### src/sv/rxst_pkg.sv
// Shared types and constants for the receive slot table.
// No dependencies; used by the interfaces, controller, datapath and checker.
package rxst_pkg;

	localparam int SLOTS_DEF          = 16;
	localparam int MAX_PACKET_LEN_DEF = 2048;
	localparam int LEN_STORE_MAX      = 4095;
	localparam logic [31:0] TIMEOUT_RESET = 32'd3000;

	localparam int OPCODE_W    = 2;
	localparam int OWNER_W     = 8;
	localparam int SLOT_W      = 4;
	localparam int IN_LEN_W    = 16;
	localparam int TICK_W      = 32;
	localparam int STATUS_W    = 3;
	localparam int LENW        = 12;
	localparam int COUNT_W     = 5;
	localparam int CFG_IDX_W   = 1;
	localparam int CFG_DATA_W  = 32;

	typedef enum logic [OPCODE_W-1:0] {
		OP_STORE = 2'd0,
		OP_GET   = 2'd1,
		OP_FREE  = 2'd2
	} rxst_op_t;

	typedef enum logic [STATUS_W-1:0] {
		ST_OK       = 3'd0,
		ST_NO_FOCUS = 3'd1,
		ST_NO_SLOT  = 3'd2,
		ST_BAD_ARG  = 3'd3,
		ST_MISMATCH = 3'd4
	} rxst_status_t;

	typedef enum logic [CFG_IDX_W-1:0] {
		REG_FOCUS_OWNER   = 1'd0,
		REG_TIMEOUT_TICKS = 1'd1
	} rxst_reg_t;

	typedef enum logic [2:0] {
		S_IDLE,
		S_DECODE,
		S_SCAN,
		S_GET,
		S_RESP
	} rxst_state_t;

	typedef struct packed {
		logic capture;
		logic decode;
		logic scan;
		logic get_chk;
		logic load_out;
	} rxst_cmd_t;

	typedef struct packed {
		logic early_done;
		logic is_get;
		logic scan_done;
		logic out_free;
	} rxst_stat_t;

endpackage

### src/sv/rxst_in_if.sv
// Request channel of the receive slot table.
// Depends on rxst_pkg for field widths.
interface rxst_in_if;
	import rxst_pkg::*;
	logic                valid;
	logic                ready;
	logic [OPCODE_W-1:0] opcode;
	logic [OWNER_W-1:0]  owner;
	logic [SLOT_W-1:0]   slot_index;
	logic [IN_LEN_W-1:0] length;
	logic [TICK_W-1:0]   now_tick;

	modport source (output valid, opcode, owner, slot_index, length, now_tick, input ready);
	modport sink (input valid, opcode, owner, slot_index, length, now_tick, output ready);
endinterface

### src/sv/rxst_out_if.sv
// Response channel of the receive slot table.
// Depends on rxst_pkg for field widths.
interface rxst_out_if;
	import rxst_pkg::*;
	logic                valid;
	logic                ready;
	logic [STATUS_W-1:0] status;
	logic [SLOT_W-1:0]   result_slot;
	logic [LENW-1:0]     result_length;
	logic [COUNT_W-1:0]  freed_count;
	logic [COUNT_W-1:0]  live_count;

	modport source (output valid, status, result_slot, result_length, freed_count, live_count,
		input ready);
	modport sink (input valid, status, result_slot, result_length, freed_count, live_count,
		output ready);
endinterface

### src/sv/rxst_cfg_if.sv
// Register write channel of the receive slot table.
// Depends on rxst_pkg for index and data widths.
interface rxst_cfg_if;
	import rxst_pkg::*;
	logic                  valid;
	logic                  ready;
	logic [CFG_IDX_W-1:0]  index;
	logic [CFG_DATA_W-1:0] data;

	modport source (output valid, index, data, input ready);
	modport sink (input valid, index, data, output ready);
endinterface

### src/sv/rxst_ctrl.sv
// Sequencer of the receive slot table: accept, decode, scan or get unless decode settles it, respond.
// Depends on rxst_pkg; drives rxst_datapath through rxst_cmd_t.
module rxst_ctrl (
	input  logic               clk,
	input  logic               arst_n,
	input  logic               in_valid,
	output logic               in_ready,
	input  rxst_pkg::rxst_stat_t stat,
	output rxst_pkg::rxst_cmd_t  cmd
);
	import rxst_pkg::*;

	rxst_state_t state_q, state_d;

	always_ff @(posedge clk or negedge arst_n) begin
		if (!arst_n) begin
			state_q <= S_IDLE;
		end else begin
			state_q <= state_d;
		end
	end

	always_comb begin
		state_d  = state_q;
		cmd      = '0;
		in_ready = 1'b0;
		case (state_q)
			S_IDLE: begin
				in_ready = 1'b1;
				if (in_valid) begin
					cmd.capture = 1'b1;
					state_d     = S_DECODE;
				end
			end
			S_DECODE: begin
				cmd.decode = 1'b1;
				if (stat.early_done) begin
					state_d = S_RESP;
				end else if (stat.is_get) begin
					state_d = S_GET;
				end else begin
					state_d = S_SCAN;
				end
			end
			S_SCAN: begin
				cmd.scan = 1'b1;
				if (stat.scan_done) begin
					state_d = S_RESP;
				end
			end
			S_GET: begin
				cmd.get_chk = 1'b1;
				state_d     = S_RESP;
			end
			S_RESP: begin
				// hold until the output register can take the beat
				if (stat.out_free) begin
					cmd.load_out = 1'b1;
					state_d      = S_IDLE;
				end
			end
			default: begin
				state_d = S_IDLE;
			end
		endcase
	end

endmodule

### src/sv/rxst_datapath.sv
// Slot memory, occupancy bits, scan pipeline, config registers and output register.
// Depends on rxst_pkg and the channel interfaces; sequenced by rxst_ctrl.
module rxst_datapath #(
	parameter int SLOTS          = rxst_pkg::SLOTS_DEF,
	parameter int MAX_PACKET_LEN = rxst_pkg::MAX_PACKET_LEN_DEF
) (
	input  logic                            clk,
	input  logic                            arst_n,
	input  rxst_pkg::rxst_cmd_t             cmd,
	output rxst_pkg::rxst_stat_t            stat,
	input  logic [rxst_pkg::OPCODE_W-1:0]   in_opcode,
	input  logic [rxst_pkg::OWNER_W-1:0]    in_owner,
	input  logic [rxst_pkg::SLOT_W-1:0]     in_slot_index,
	input  logic [rxst_pkg::IN_LEN_W-1:0]   in_length,
	input  logic [rxst_pkg::TICK_W-1:0]     in_now_tick,
	rxst_out_if.source                      out_ch,
	rxst_cfg_if.sink                        cfg_ch
);
	import rxst_pkg::*;

	localparam int IDXW    = $clog2(SLOTS);
	localparam int CNTW    = $clog2(SLOTS + 1);
	localparam int LEN_CAP = (MAX_PACKET_LEN > LEN_STORE_MAX) ? LEN_STORE_MAX : MAX_PACKET_LEN;

	// slot table
	logic [OWNER_W-1:0] owner_mem [SLOTS];
	logic [TICK_W-1:0]  stamp_mem [SLOTS];
	logic [LENW-1:0]    len_mem   [SLOTS];
	logic [SLOTS-1:0]   occ_q;
	logic [CNTW-1:0]    count_q;

	// config
	logic [OWNER_W-1:0] focus_q;
	logic [TICK_W-1:0]  timeout_q;

	// captured request
	logic [OPCODE_W-1:0] op_q;
	logic [OWNER_W-1:0]  owner_q;
	logic [SLOT_W-1:0]   idx_q;
	logic [IN_LEN_W-1:0] len_q;
	logic [TICK_W-1:0]   now_q;

	// scan pipeline
	logic [CNTW-1:0]    cnt_q;
	logic               chk_vld_s1;
	logic [IDXW-1:0]    chk_addr_s1;
	logic               rd_occ_s1;
	logic [OWNER_W-1:0] rd_owner_s1;
	logic [TICK_W-1:0]  rd_stamp_s1;
	logic [LENW-1:0]    rd_len_s1;

	// result
	rxst_status_t    res_status_q;
	logic [IDXW-1:0] res_slot_q;
	logic [LENW-1:0] res_len_q;
	logic [CNTW-1:0] freed_q;

	logic         out_valid_q;
	rxst_status_t out_status_q;
	logic [SLOT_W-1:0]  out_slot_q;
	logic [LENW-1:0]    out_len_q;
	logic [COUNT_W-1:0] out_freed_q;
	logic [COUNT_W-1:0] out_live_q;

	rxst_status_t    early_status;
	logic            early_done;
	logic            is_get;
	logic            cnt_lt;
	logic            rd_en;
	logic [IDXW-1:0] rd_addr;
	logic [IDXW-1:0] idx_ix;
	logic [TICK_W-1:0] age;
	logic            store_hit;
	logic            own_match;
	logic            is_last;
	logic            do_store;
	logic            do_free;
	logic            do_get;
	logic [LENW-1:0] len_clamp;
	logic [LENW-1:0] get_len;

	// decide what can be answered without touching the table
	always_comb begin
		early_done   = 1'b1;
		early_status = ST_BAD_ARG;
		is_get       = 1'b0;
		case (op_q)
			OP_STORE: begin
				if (len_q == '0) begin
					early_status = ST_BAD_ARG;
				end else if (focus_q == '0) begin
					early_status = ST_NO_FOCUS;
				end else begin
					early_done   = 1'b0;
					early_status = ST_NO_SLOT;
				end
			end
			OP_GET: begin
				if (owner_q == '0 || len_q == '0 || 32'(idx_q) >= 32'(SLOTS)) begin
					early_status = ST_BAD_ARG;
				end else begin
					early_done   = 1'b0;
					early_status = ST_MISMATCH;
					is_get       = 1'b1;
				end
			end
			OP_FREE: begin
				if (owner_q != '0) begin
					early_done   = 1'b0;
					early_status = ST_OK;
				end
			end
			default: begin
				early_status = ST_BAD_ARG;
			end
		endcase
	end

	assign idx_ix  = IDXW'(idx_q);
	assign cnt_lt  = cnt_q < CNTW'(SLOTS);
	assign rd_en   = (cmd.decode && is_get) || (cmd.scan && cnt_lt);
	assign rd_addr = cmd.decode ? idx_ix : cnt_q[IDXW-1:0];

	assign age       = now_q - rd_stamp_s1;
	assign store_hit = !rd_occ_s1 || (age > timeout_q);
	assign own_match = rd_occ_s1 && (rd_owner_s1 == owner_q);
	assign is_last   = chk_addr_s1 == IDXW'(SLOTS - 1);

	assign do_store = cmd.scan && chk_vld_s1 && (op_q == OP_STORE) && store_hit;
	assign do_free  = cmd.scan && chk_vld_s1 && (op_q == OP_FREE) && own_match;
	assign do_get   = cmd.get_chk && own_match;

	assign len_clamp = (len_q > IN_LEN_W'(LEN_CAP)) ? LENW'(LEN_CAP) : len_q[LENW-1:0];
	assign get_len   = (len_q > IN_LEN_W'(rd_len_s1)) ? rd_len_s1 : len_q[LENW-1:0];

	assign stat.early_done = early_done;
	assign stat.is_get     = is_get;
	assign stat.scan_done  = chk_vld_s1 && (is_last || ((op_q == OP_STORE) && store_hit));
	assign stat.out_free   = !out_valid_q || out_ch.ready;

	// slot memory: one write port at the check stage, one registered read port
	always_ff @(posedge clk) begin
		if (do_store) begin
			owner_mem[chk_addr_s1] <= focus_q;
			stamp_mem[chk_addr_s1] <= now_q;
			len_mem[chk_addr_s1]   <= len_clamp;
		end
		if (rd_en) begin
			rd_owner_s1 <= owner_mem[rd_addr];
			rd_stamp_s1 <= stamp_mem[rd_addr];
			rd_len_s1   <= len_mem[rd_addr];
			rd_occ_s1   <= occ_q[rd_addr];
			chk_addr_s1 <= rd_addr;
		end
	end

	always_ff @(posedge clk) begin
		if (cmd.capture) begin
			op_q    <= in_opcode;
			owner_q <= in_owner;
			idx_q   <= in_slot_index;
			len_q   <= in_length;
			now_q   <= in_now_tick;
		end
		if (cmd.decode) begin
			res_status_q <= early_status;
			res_slot_q   <= '0;
			res_len_q    <= '0;
			freed_q      <= '0;
		end else if (do_store) begin
			res_status_q <= ST_OK;
			res_slot_q   <= chk_addr_s1;
			res_len_q    <= len_clamp;
		end else if (do_get) begin
			res_status_q <= ST_OK;
			res_slot_q   <= chk_addr_s1;
			res_len_q    <= get_len;
		end else if (do_free) begin
			freed_q <= freed_q + CNTW'(1);
		end
		if (cmd.load_out) begin
			out_status_q <= res_status_q;
			out_slot_q   <= SLOT_W'(res_slot_q);
			out_len_q    <= res_len_q;
			out_freed_q  <= COUNT_W'(freed_q);
			out_live_q   <= COUNT_W'(count_q);
		end
	end

	always_ff @(posedge clk or negedge arst_n) begin
		if (!arst_n) begin
			occ_q       <= '0;
			count_q     <= '0;
			cnt_q       <= '0;
			chk_vld_s1  <= 1'b0;
			out_valid_q <= 1'b0;
		end else begin
			if (do_store) begin
				occ_q[chk_addr_s1] <= 1'b1;
				if (!rd_occ_s1) begin
					count_q <= count_q + CNTW'(1);
				end
			end else if (do_free || do_get) begin
				occ_q[chk_addr_s1] <= 1'b0;
				count_q            <= count_q - CNTW'(1);
			end
			if (cmd.decode) begin
				cnt_q      <= '0;
				chk_vld_s1 <= 1'b0;
			end else if (cmd.scan) begin
				chk_vld_s1 <= cnt_lt;
				if (cnt_lt) begin
					cnt_q <= cnt_q + CNTW'(1);
				end
			end
			if (cmd.load_out) begin
				out_valid_q <= 1'b1;
			end else if (out_ch.ready) begin
				out_valid_q <= 1'b0;
			end
		end
	end

	assign cfg_ch.ready = 1'b1;

	always_ff @(posedge clk or negedge arst_n) begin
		if (!arst_n) begin
			focus_q   <= '0;
			timeout_q <= TIMEOUT_RESET;
		end else if (cfg_ch.valid) begin
			case (cfg_ch.index)
				REG_FOCUS_OWNER:   focus_q   <= cfg_ch.data[OWNER_W-1:0];
				REG_TIMEOUT_TICKS: timeout_q <= cfg_ch.data[TICK_W-1:0];
				default: begin
					focus_q <= focus_q;
				end
			endcase
		end
	end

	assign out_ch.valid         = out_valid_q;
	assign out_ch.status        = out_status_q;
	assign out_ch.result_slot   = out_slot_q;
	assign out_ch.result_length = out_len_q;
	assign out_ch.freed_count   = out_freed_q;
	assign out_ch.live_count    = out_live_q;

endmodule

### src/sv/rx_slot_table_with_timeout.sv
// Receive slot table with age timeout: store claims the lowest free or aged slot, get
// checks the owner and releases one slot, free releases every slot of an owner. One
// request is worked at a time and one response beat is produced per request. The slot
// table has one write and one registered read port and is walked one slot per cycle: a
// rejected request goes from decode to the response, a get checks its one slot, a store
// scans until it claims a slot and a free scans all slots. The next request is taken
// while the last response still waits on the output register. Occupancy lives in
// per-slot flip-flops cleared by reset, so the block is ready right after reset with no
// clearing pass. The user must change registers only while idle; the block does not enforce it.
module rx_slot_table_with_timeout #(
	parameter int SLOTS          = rxst_pkg::SLOTS_DEF,
	parameter int MAX_PACKET_LEN = rxst_pkg::MAX_PACKET_LEN_DEF
) (
	input  logic        clk,
	input  logic        arst_n,
	rxst_in_if.sink     in_ch,
	rxst_out_if.source  out_ch,
	rxst_cfg_if.sink    cfg_ch
);
	import rxst_pkg::*;

	rxst_cmd_t  cmd;
	rxst_stat_t stat;

	rxst_ctrl u_ctrl (
		.clk      (clk),
		.arst_n   (arst_n),
		.in_valid (in_ch.valid),
		.in_ready (in_ch.ready),
		.stat     (stat),
		.cmd      (cmd)
	);

	rxst_datapath #(
		.SLOTS          (SLOTS),
		.MAX_PACKET_LEN (MAX_PACKET_LEN)
	) u_datapath (
		.clk           (clk),
		.arst_n        (arst_n),
		.cmd           (cmd),
		.stat          (stat),
		.in_opcode     (in_ch.opcode),
		.in_owner      (in_ch.owner),
		.in_slot_index (in_ch.slot_index),
		.in_length     (in_ch.length),
		.in_now_tick   (in_ch.now_tick),
		.out_ch        (out_ch),
		.cfg_ch        (cfg_ch)
	);

endmodule

### src/flat_wrapper.sv
// flat-port wrapper written by rule: the top's interface ports become plain ports
module rx_slot_table_with_timeout_flat import rxst_pkg::*;
#(
	parameter int SLOTS          = rxst_pkg::SLOTS_DEF,
	parameter int MAX_PACKET_LEN = rxst_pkg::MAX_PACKET_LEN_DEF
)
  (clk, arst_n, in_ch_valid, in_ch_opcode, in_ch_owner, in_ch_slot_index, in_ch_length, in_ch_now_tick, in_ch_ready, out_ch_valid, out_ch_status, out_ch_result_slot, out_ch_result_length, out_ch_freed_count, out_ch_live_count, out_ch_ready, cfg_ch_valid, cfg_ch_index, cfg_ch_data, cfg_ch_ready);
  rxst_in_if in_ch_i ();
  rxst_out_if out_ch_i ();
  rxst_cfg_if cfg_ch_i ();
  input  logic clk;
  input  logic arst_n;
  input wire logic [$bits(in_ch_i.valid)-1:0] in_ch_valid;
  input wire logic [$bits(in_ch_i.opcode)-1:0] in_ch_opcode;
  input wire logic [$bits(in_ch_i.owner)-1:0] in_ch_owner;
  input wire logic [$bits(in_ch_i.slot_index)-1:0] in_ch_slot_index;
  input wire logic [$bits(in_ch_i.length)-1:0] in_ch_length;
  input wire logic [$bits(in_ch_i.now_tick)-1:0] in_ch_now_tick;
  output wire logic [$bits(in_ch_i.ready)-1:0] in_ch_ready;
  output wire logic [$bits(out_ch_i.valid)-1:0] out_ch_valid;
  output wire logic [$bits(out_ch_i.status)-1:0] out_ch_status;
  output wire logic [$bits(out_ch_i.result_slot)-1:0] out_ch_result_slot;
  output wire logic [$bits(out_ch_i.result_length)-1:0] out_ch_result_length;
  output wire logic [$bits(out_ch_i.freed_count)-1:0] out_ch_freed_count;
  output wire logic [$bits(out_ch_i.live_count)-1:0] out_ch_live_count;
  input wire logic [$bits(out_ch_i.ready)-1:0] out_ch_ready;
  input wire logic [$bits(cfg_ch_i.valid)-1:0] cfg_ch_valid;
  input wire logic [$bits(cfg_ch_i.index)-1:0] cfg_ch_index;
  input wire logic [$bits(cfg_ch_i.data)-1:0] cfg_ch_data;
  output wire logic [$bits(cfg_ch_i.ready)-1:0] cfg_ch_ready;
  assign in_ch_i.valid = in_ch_valid;
  assign in_ch_i.opcode = in_ch_opcode;
  assign in_ch_i.owner = in_ch_owner;
  assign in_ch_i.slot_index = in_ch_slot_index;
  assign in_ch_i.length = in_ch_length;
  assign in_ch_i.now_tick = in_ch_now_tick;
  assign in_ch_ready = in_ch_i.ready;
  assign out_ch_valid = out_ch_i.valid;
  assign out_ch_status = out_ch_i.status;
  assign out_ch_result_slot = out_ch_i.result_slot;
  assign out_ch_result_length = out_ch_i.result_length;
  assign out_ch_freed_count = out_ch_i.freed_count;
  assign out_ch_live_count = out_ch_i.live_count;
  assign out_ch_i.ready = out_ch_ready;
  assign cfg_ch_i.valid = cfg_ch_valid;
  assign cfg_ch_i.index = cfg_ch_index;
  assign cfg_ch_i.data = cfg_ch_data;
  assign cfg_ch_ready = cfg_ch_i.ready;
  rx_slot_table_with_timeout #(.SLOTS(SLOTS), .MAX_PACKET_LEN(MAX_PACKET_LEN)) u_core (.clk(clk), .arst_n(arst_n), .in_ch(in_ch_i), .out_ch(out_ch_i), .cfg_ch(cfg_ch_i));
endmodule
### config.mk
export PLATFORM = sky130hd
export DESIGN_NAME = rx_slot_table_with_timeout_flat
export DESIGN_NICKNAME = d
export VERILOG_FILES = /design/src/sv/rxst_pkg.sv /design/src/sv/rxst_in_if.sv /design/src/sv/rxst_out_if.sv /design/src/sv/rxst_cfg_if.sv /design/src/sv/rxst_ctrl.sv /design/src/sv/rxst_datapath.sv /design/src/sv/rx_slot_table_with_timeout.sv /design/src/flat_wrapper.sv
export SDC_FILE = /design/constraint.sdc
export NUM_CORES = 1
export LEC_CHECK = 0
export BUFFER_PORTS_ARGS = -buffer_cell sky130_fd_sc_hd__buf_2
export CELL_PAD_IN_SITES_DETAIL_PLACEMENT = 1
export CELL_PAD_IN_SITES_GLOBAL_PLACEMENT = 1
export CORE_ASPECT_RATIO = 0.9
export CORE_MARGIN = 2
export CORE_UTILIZATION = 37
export CTS_CLUSTER_DIAMETER = 40
export DETAILED_ROUTE_END_ITERATION = 7
export PLACE_DENSITY_LB_ADDON = 0.2
export RECOVER_POWER = 50
export REMOVE_ABC_BUFFERS = 1
export SYNTH_ARGS = -nofsm -noshare
export SYNTH_HDL_FRONTEND = slang
export SYNTH_SLANG_ARGS = --single-unit
### constraint.sdc
create_clock -name clk -period 8.5 [get_ports clk]
set_clock_uncertainty 0.1 [all_clocks]
set_input_delay 1.7 -clock clk [delete_from_list [all_inputs] [get_ports clk]]
set_output_delay 1.7 -clock clk [all_outputs]
set_load 0.01 [all_outputs]
==> results of run 1 <==
==> cells by family (layout without fill, tap and decap cells) <==
kind of cell             after synthesis  after routing
AND/OR/NAND/NOR                     1545           1545
flip-flops                          1075           1075
AO/OA/AOI/OAI                        343            343
buffers and inverters                288            574
adder cells (fa/ha/maj)               82             82
multiplexers                          51             51
XOR/XNOR                              49             49
other                                  1              1
==> routing by layer <==
metal | vias to the layer above | global-route usage, % | wire [um]
met5 | - | 0 | 0
met4 | 0 | 6.34 | 2880
met3 | 179 | 3.85 | 7010
met2 | 663 | 32.9 | 59900
met1 | 14600 | 30.4 | 60800
li1 | 12900 | - | -
==> how the worst max path moves through the flow <==
stage	to	from	slack (ns)	depth (start not counted)
finish	u_core.u_datapath.stamp_mem[9][7]	u_core.u_datapath.now_q[0]	1.08	23
global route	u_core.u_datapath.stamp_mem[9][7]	u_core.u_datapath.now_q[0]	0.66	23
CTS	u_core.u_datapath.stamp_mem[9][7]	u_core.u_datapath.now_q[0]	1.06	23
detailed placement	u_core.u_datapath.stamp_mem[9][8]	u_core.u_datapath.now_q[0]	1.10	23
global placement	u_core.u_datapath.stamp_mem[9][8]	u_core.u_datapath.now_q[0]	1.24	23
floorplan	u_core.u_datapath.rd_len_s1[0]	u_core.u_ctrl.state_q[0]	-7.32	9
==> cells in the final DEF, fill, tap and decap left out, types with 7 or more instances in the layout <==
| cell type | count |
|---|---|
| edfxtp_1 | 983 |
| nand2_1 | 899 |
| nand3_1 | 442 |
| clkbuf_16 | 152 |
| a311oi_1 | 107 |
| clkbuf_1 | 95 |
| inv_1 | 93 |
| ha_1 | 80 |
| buf_2 | 77 |
| dfrtp_1 | 64 |
| and3_1 | 62 |
| a31oi_1 | 55 |
| nor2_1 | 43 |
| buf_4 | 42 |
| o21ai_0 | 40 |
| mux2_2 | 40 |
| a21oi_1 | 37 |
| a21o_1 | 36 |
| xnor2_1 | 28 |
| xor2_1 | 21 |
| dfxtp_1 | 21 |
| inv_6 | 20 |
| nand4_1 | 19 |
| bufinv_16 | 19 |
| nor2_4 | 16 |
| clkinv_2 | 14 |
| clkinvlp_4 | 13 |
| clkinv_1 | 12 |
| o21a_1 | 11 |
| nor3_1 | 10 |
| nor2b_1 | 9 |
| and2_1 | 9 |
| clkinv_4 | 9 |
| nor4_1 | 8 |
| a32o_1 | 8 |
| buf_12 | 7 |
| dfstp_2 | 7 |
==> state kept, by name (all words and copies together) (netlist names), 4 cells and up, named ones only <==
name	count
u_core.u_datapath.cnt_q	5
u_core.u_datapath.out_ch.result_length	12
u_core.u_datapath.rd_owner_s1	8
u_core.u_datapath.out_ch.freed_count	5
u_core.u_datapath.freed_q	5
u_core.u_datapath.owner_mem	128
u_core.u_datapath.idx_ix	4
u_core.u_datapath.rd_len_s1	12
u_core.u_datapath.res_len_q	12
u_core.u_datapath.len_mem	192
u_core.u_datapath.now_q	32
u_core.u_datapath.count_q	5
u_core.u_datapath.out_ch.live_count	5
u_core.u_datapath.out_ch.result_slot	4
u_core.u_datapath.res_slot_q	4
u_core.u_datapath.owner_q	8
u_core.u_datapath.focus_q	8
u_core.u_datapath.chk_addr_s1	4
u_core.u_datapath.len_q	16
u_core.u_datapath.rd_stamp_s1	32
u_core.u_datapath.stamp_mem	512
u_core.u_datapath.timeout_q	32
==> where the power goes <==
| part | total (mW) | switching (mW) | leakage (nW) | internal (mW) |
|---|---|---|---|---|
| logic | 6.00 | 4.15 | 6.33 | 1.86 |
| clock network | 6.40 | 2.45 | 2.47 | 3.95 |
| registers | 6.78 | 0.319 | 9.93 | 6.46 |
| total | 19.2 | 6.92 | 18.7 | 12.3 |
==> critical path: cells and delay by family, from the launching register on <==
family,cells,cell delay (ns)
simple gates,8,2.47
compound gates,8,2.34
buf+inv,3,0.54
xor+xnor,1,0.15
fa+ha+maj,3,0.86
flops,1,0.58
==> final cells by class <==
cell class | instances | area [um^2] | area share (%)
Inverter | 97 | 380 | 0.735
Clock buffer | 178 | 3950 | 7.63
Multi-Input combinational cell | 2071 | 11400 | 22.1
Timing Repair Buffer | 203 | 1130 | 2.19
Clock inverter | 96 | 1170 | 2.26
Sequential cell | 1075 | 31700 | 61.3
Tap cell | 1586 | 1980 | 3.83
==> stage by stage <==
step / TNS, ns / instances / setup slack, ns
final: 0 / 5306 / 1.08
after global routing: 0 / 5306 / 0.661
after CTS: 0 / 5306 / 1.06
after detailed placement: 0 / 5032 / 1.10
after global placement: 0 / 5032 / 1.24
after floorplan: -394.47 / 3243 / -7.32
==> run_results.csv, run 1 <==
group,metric,value,unit
outcome,status,"finished, violations left",
outcome,violations,"capacitance limit, slew limit",
sta,relSlewSlack,-187,%
hold_path,hold_path_startpoint,"u_core.u_datapath.res_status_q[1]",
place,place_congestion,0.809,
hold_path,hold_path.class,"register to register",
sta,fmax,135,MHz
run,max-cap-violations,9,
cells_and_area,fillCellCount,12300,
power,powerDensity,370,nW/um^2
cells_and_area,diodes,0,
route,num_vias,28400,
worst_setup_path,cp_max_fo,17,
yosys,synth_cell_types,62,
cts,cts_max_level,4,
place,portBuffers,130,
worst_setup_path,cp-start-kind,"register",
cts,cts_resized,0,
die,num_rows,120,
cts,hold_buffers,0,
global_routing,grt_usage,21.2,%
global_routing,grt_pass1_vias,29300,
yosys,ys_ff_latch,1075,
worst_setup_path,cpPeakStageDelay,0.63,ns
worst_setup_path,crit_arrival,7.76,ns
route,vias_per_cell,5.36,
yosys,synth_top_family_by_area,"simple AND/OR/NAND/NOR gates",
cts,clock_latency,0.78,ns
power,vdd_drop_max,302,uV
yosys,synth-simple-area-share,15.2,%
yosys,postSynthAreaPerCell,12.9,um^2
cells_and_area,stdcell_area,51800,um^2
place,placement.cell_area,46900,um^2
yosys,synth_xor_area_share,0.969,%
worst_setup_path,worstReg2RegEnd,"u_core.u_datapath.stamp_mem[9][7]",
die,die_w,369,um
worst_setup_path,reg2regPathDepth,23,
yosys,async_flop_share,6.60,%
cells_and_area,areaGrowthSynthToFinish,16.9,%
yosys,synth_edf_count,983,
worst_setup_path,crit_type,"register to register",
worst_setup_path,worst_setup_path_end_kind,"register",
yosys,synth_top_area_share,66.7,%
hold_path,min_path_cells,0,
yosys,yosys-top-cells-count,"983 x edfxtp_1, 899 x nand2_1, 442 x nand3_1",
yosys,yosysTopAreaCell,"edfxtp_1",
sta,period_needed,7.42,ns
hold_path,hold_end,"u_core.u_datapath.out_ch.status[1]",
worst_setup_path,critPathRequiredTime,8.85,ns
worst_setup_path,crit_chain,"inv_1 -> ha_1 -> inv_1 -> fa_1 -> a21oi_1 -> o221ai_1 -> a21o_1 -> o2111ai_1 -> nor3b_2 -> o21ai_1 -> a221o_1 -> a21oi_1 -> xnor2_1 -> ha_1 -> and4_1 -> nand2_1 -> nor2_1 -> a41oi_1 -> and2_1 -> nand2_2 -> or3_1 -> nor2_4 -> buf_4",
cts,cts.path.max_buffers,3,
worst_setup_path,r2r-start,"u_core.u_datapath.now_q[0]",
yosys,ys_seq_area_share,71.6,%
die,core_area,119000,um^2
yosys,yosysMostFrequentCell,"edfxtp_1",
yosys,ys_top_cells_by_area,"edfxtp_1 67%, nand2_1 7.6%, nand3_1 5.0%",
cts,cts_buffers,149,
route,wl_per_cell,24.6,um
die,chipHeight,332,um
power,power,19.2,mW
cts,cts_tree,"done",
cts,clkSinkCount,1075,
cells_and_area,finalNetCount,3779,
global_routing,grt_max_degree,135,
worst_setup_path,cp_slowest_cell,"or3_1",
route,ant_nets,0,
worst_setup_path,rrSetupSlack,1.08,ns
sta,setup_violations,0,
sta,hold_viol,0,
global_routing,antenna_found_initial,1,
place,hpwl,75.1,mm
die,die_area,122000,um^2
cells_and_area,finish.utilization,43.5,%
cts,post_cts_buffers,0,
sta,rsz0062_at_grt,"no",
yosys,synthAdderAreaFrac,2.35,%
route,wl,131,mm
yosys,synth-main-ff-cell,"edfxtp_1",
sta,whs,0.316,ns
power,power.leakage,18.7,nW
route,drtIter0Drc,2136,
route,drc,0,
yosys,synth_mux_area_share,1.34,%
cts,cts.clk_slew.worst_paths,0.05,ns
cts,root_buffer,"clkbuf_16",
sta,worst_slew_pin_slew,4.30,ns
yosys,yosys_warnings,0,
yosys,synth_compound_area_share,5.63,%
global_routing,grt_pass1_wl,194,mm
die,io_pins,132,
sta,slew_viol_final,516,
sta,fin_crit_sh,87.2,%
die,start_util,37.2,%
yosys,synth_area,44300,um^2
yosys,synth_cells,3434,
cells_and_area,drive_above_1_share,12.2,%
global_routing,grt_overflow_total,0,
route,firstDrtPassIters,5,
Power figures use the tool's default switching activity.
==> run 2: changes to the inputs <==
- ABC_AREA: default -> 1
==> run 2 against run 1 <==
Largest power group unchanged. Clock-buffer cell count fell by 5. Critical path type unchanged. Register-to-register slack improved by 0.56 ns. Total power rose by 2.5%. Critical path depth fell by 2. Cell count rose by 0.75%. Via count rose by 1.7%. Highest routed layer unchanged. Fmax rose by 8.1%. Final area fell by 0.24%. Non-clock buffer count fell by 16. Combinational power rose by 8.3%. Utilization fell by 0.22 points. The flow still finishes with violations (capacitance limit, slew limit).
==> run_results.csv, run 2 <==
group,metric,value,unit
outcome,status,"finished, violations left",
outcome,violations,"capacitance limit, slew limit",
route,num_vias,28900,
yosys,yosysMostFrequentCell,"edfxtp_1",
route,ant_nets,0,
place,placement.cell_area,46600,um^2
worst_setup_path,crit_type,"register to register",
global_routing,grt_pass1_wl,197,mm
yosys,async_flop_share,6.60,%
power,vdd_drop_max,327,uV
global_routing,grt_max_degree,171,
yosys,yosys_warnings,0,
cells_and_area,areaGrowthSynthToFinish,16.0,%
cells_and_area,drive_above_1_share,12.2,%
yosys,postSynthAreaPerCell,12.8,um^2
cells_and_area,stdcell_area,51600,um^2
place,portBuffers,130,
cts,cts_tree,"done",
die,io_pins,132,
place,place_congestion,0.813,
worst_setup_path,worst_setup_path_end_kind,"register",
sta,worst_slew_pin_slew,4.28,ns
sta,setup_violations,0,
cells_and_area,top_register,"u_core.u_datapath.stamp_mem",
die,start_util,37.3,%
place,dp_slack,1.89,ns
die,die_area,123000,um^2
yosys,synth_area,44500,um^2
route,vias_per_cell,5.40,
cts,post_cts_buffers,0,
power,power.leakage,17.9,nW
route,drc,0,
route,firstDrtPassIters,5,
yosys,synth_cells,3484,
worst_setup_path,crit_arrival,7.14,ns
cts,cts.path.max_buffers,3,
cells_and_area,layout_common_cells,"983 x edfxtp_1, 512 x nor2_1, 419 x o21ai_0, 328 x nand2_1, 182 x inv_1",
route,drtIter0Drc,2285,
sta,rsz0062_at_grt,"no",
cts,clkSinkCount,1075,
power,power,19.7,mW
worst_setup_path,critPathRequiredTime,8.78,ns
worst_setup_path,cp_max_fo,52,
sta,fmax,146,MHz
cts,root_buffer,"clkbuf_16",
die,die_w,370,um
sta,period_needed,6.86,ns
route,wl,131,mm
sta,fin_crit_sh,80.7,%
yosys,synth_edf_count,983,
sta,hold_viol,0,
die,num_rows,120,
cts,cts_max_level,4,
cts,hold_buffers,0,
yosys,synth_top_area_share,66.3,%
sta,whs,0.327,ns
worst_setup_path,cp-start-kind,"register",
yosys,synth_cell_types,47,
cells_and_area,final_common_cell,"edfxtp_1",
global_routing,grt_overflow_total,0,
cells_and_area,largestRegisters,"u_core.u_datapath.stamp_mem: 512 flops, u_core.u_datapath.len_mem: 192 flops, u_core.u_datapath.owner_mem: 128 flops",
cells_and_area,fillCellCount,12400,
yosys,ys_seq_area_share,71.3,%
run,max-cap-violations,7,
cts,cts_buffers,152,
cells_and_area,largest_reg_flops,512,
global_routing,grt_pass1_vias,30000,
yosys,yosys-top-cells-count,"983 x edfxtp_1, 513 x nor2_1, 419 x o21ai_0",
sta,slew_viol_final,285,
die,chipHeight,333,um
cells_and_area,finalNetCount,3816,
power,powerDensity,381,nW/um^2
sta,timing.final.ws_setup,1.64,ns
cts,cts.clk_slew.worst_paths,0.05,ns
sta,relSlewSlack,-185,%
place,hpwl,75.1,mm
yosys,ys_top_cells_by_area,"edfxtp_1 66%, o21ai_0 4.7%, nor2_1 4.3%",
yosys,synth-main-ff-cell,"edfxtp_1",
yosys,ys_ff_latch,1075,
route,wl_per_cell,24.5,um
cts,cts_resized,0,
yosys,yosysTopAreaCell,"edfxtp_1",
cts,clock_latency,0.78,ns
global_routing,antenna_found_initial,2,
global_routing,grt_usage,21.4,%
hold_path,hold_path.class,"register to register",
die,core_area,119000,um^2
==> run 2: cell types whose count changed in the layout (fill, tap and decap cells not counted), moves of 47 or more <==
cell,delta
o21ai_0,+379
nor2_1,+469
a311oi_1,-107
inv_1,+89
nand2_1,-571
and3_1,-60
a21oi_1,+47
o221ai_1,+168
nand3_1,-338
a31oi_1,-47
o21ai_1,+61
==> run 2: layout make-up <==
class | count | area (um^2) | area share [%]
Sequential cell | 1075 | 31700 | 61.4
Clock inverter | 106 | 1310 | 2.53
Tap cell | 1586 | 1980 | 3.84
Antenna cell | 1 | 2.50 | 0.00485
Clock buffer | 173 | 3960 | 7.66
Multi-Input combinational cell | 2021 | 10900 | 21.2
Timing Repair Buffer | 187 | 966 | 1.87
Inverter | 197 | 783 | 1.52
==> run 2: final timing paths <==
kind	start	end	slack, ns	cells after the start
max reg2reg	u_core.u_datapath.now_q[5]	u_core.u_datapath.stamp_mem[11][19]	1.64	21
max	u_core.u_datapath.now_q[5]	u_core.u_datapath.stamp_mem[11][19]	1.64	21
min in group asynchronous	arst_n	u_core.u_datapath.focus_q[5]	1.29	1
min	u_core.u_datapath.res_len_q[9]	u_core.u_datapath.out_ch.result_length[9]	0.33	0
max in group asynchronous	arst_n	u_core.u_datapath.timeout_q[16]	3.04	2
min reg2reg	u_core.u_datapath.res_len_q[9]	u_core.u_datapath.out_ch.result_length[9]	0.33	0
==> run 2: through the flow <==
stage          util, %  std cells  setup TNS [ns]
2_1_floorplan        -       3293         -116.60
3_3_place_gp      39.1       5066               0
3_5_place_dp      39.1       5066               0
4_1_cts           43.5       5345               0
5_1_grt           43.3       5345               0
6_report          43.3       5346               0
==> run 2: where the power goes <==
group          switching, mW  leakage (nW)  internal, mW
logic                   4.69          5.62          1.81
clock network           2.48          2.53          4.03
registers              0.254          9.78          6.39
==> run 2: metal layers <==
metal	share of wire, %	up-vias	track usage (%)
met5	0	-	0
met4	1.8	0	5.57
met3	4.3	153	3.23
met2	46	673	33.6
met1	47	14900	31.0
li1	-	13100	-
==> run 2: critical path, cell delays in order, from the launching register on <==
cell,delay (ns)
edfxtp_1,0.32
clkbuf_1,0.65
ha_1,0.43
nand2_1,0.13
nor2_1,0.05
a21oi_1,0.25
o21bai_1,0.19
a21boi_0,0.58
o21ai_0,0.24
xor2_1,0.19
ha_1,0.31
nand2_1,0.10
nor3_1,0.29
and3_1,0.28
nand2_1,0.07
nand2_1,0.06
nand2_1,0.18
nand2_1,0.17
nand2_1,0.08
inv_1,0.66
nand2_1,0.24
inv_4,0.81
==> run 2: logic make-up after synthesis <==
| kind of cell | share of synthesized area [%] |
|---|---|
| flops | 71.3 |
| simple gates | 9.48 |
| compound gates | 11.9 |
| buf+inv | 4.28 |
| fa+ha+maj | 2.34 |
| xor+xnor | 0.708 |
| other cells | 0.00843 |
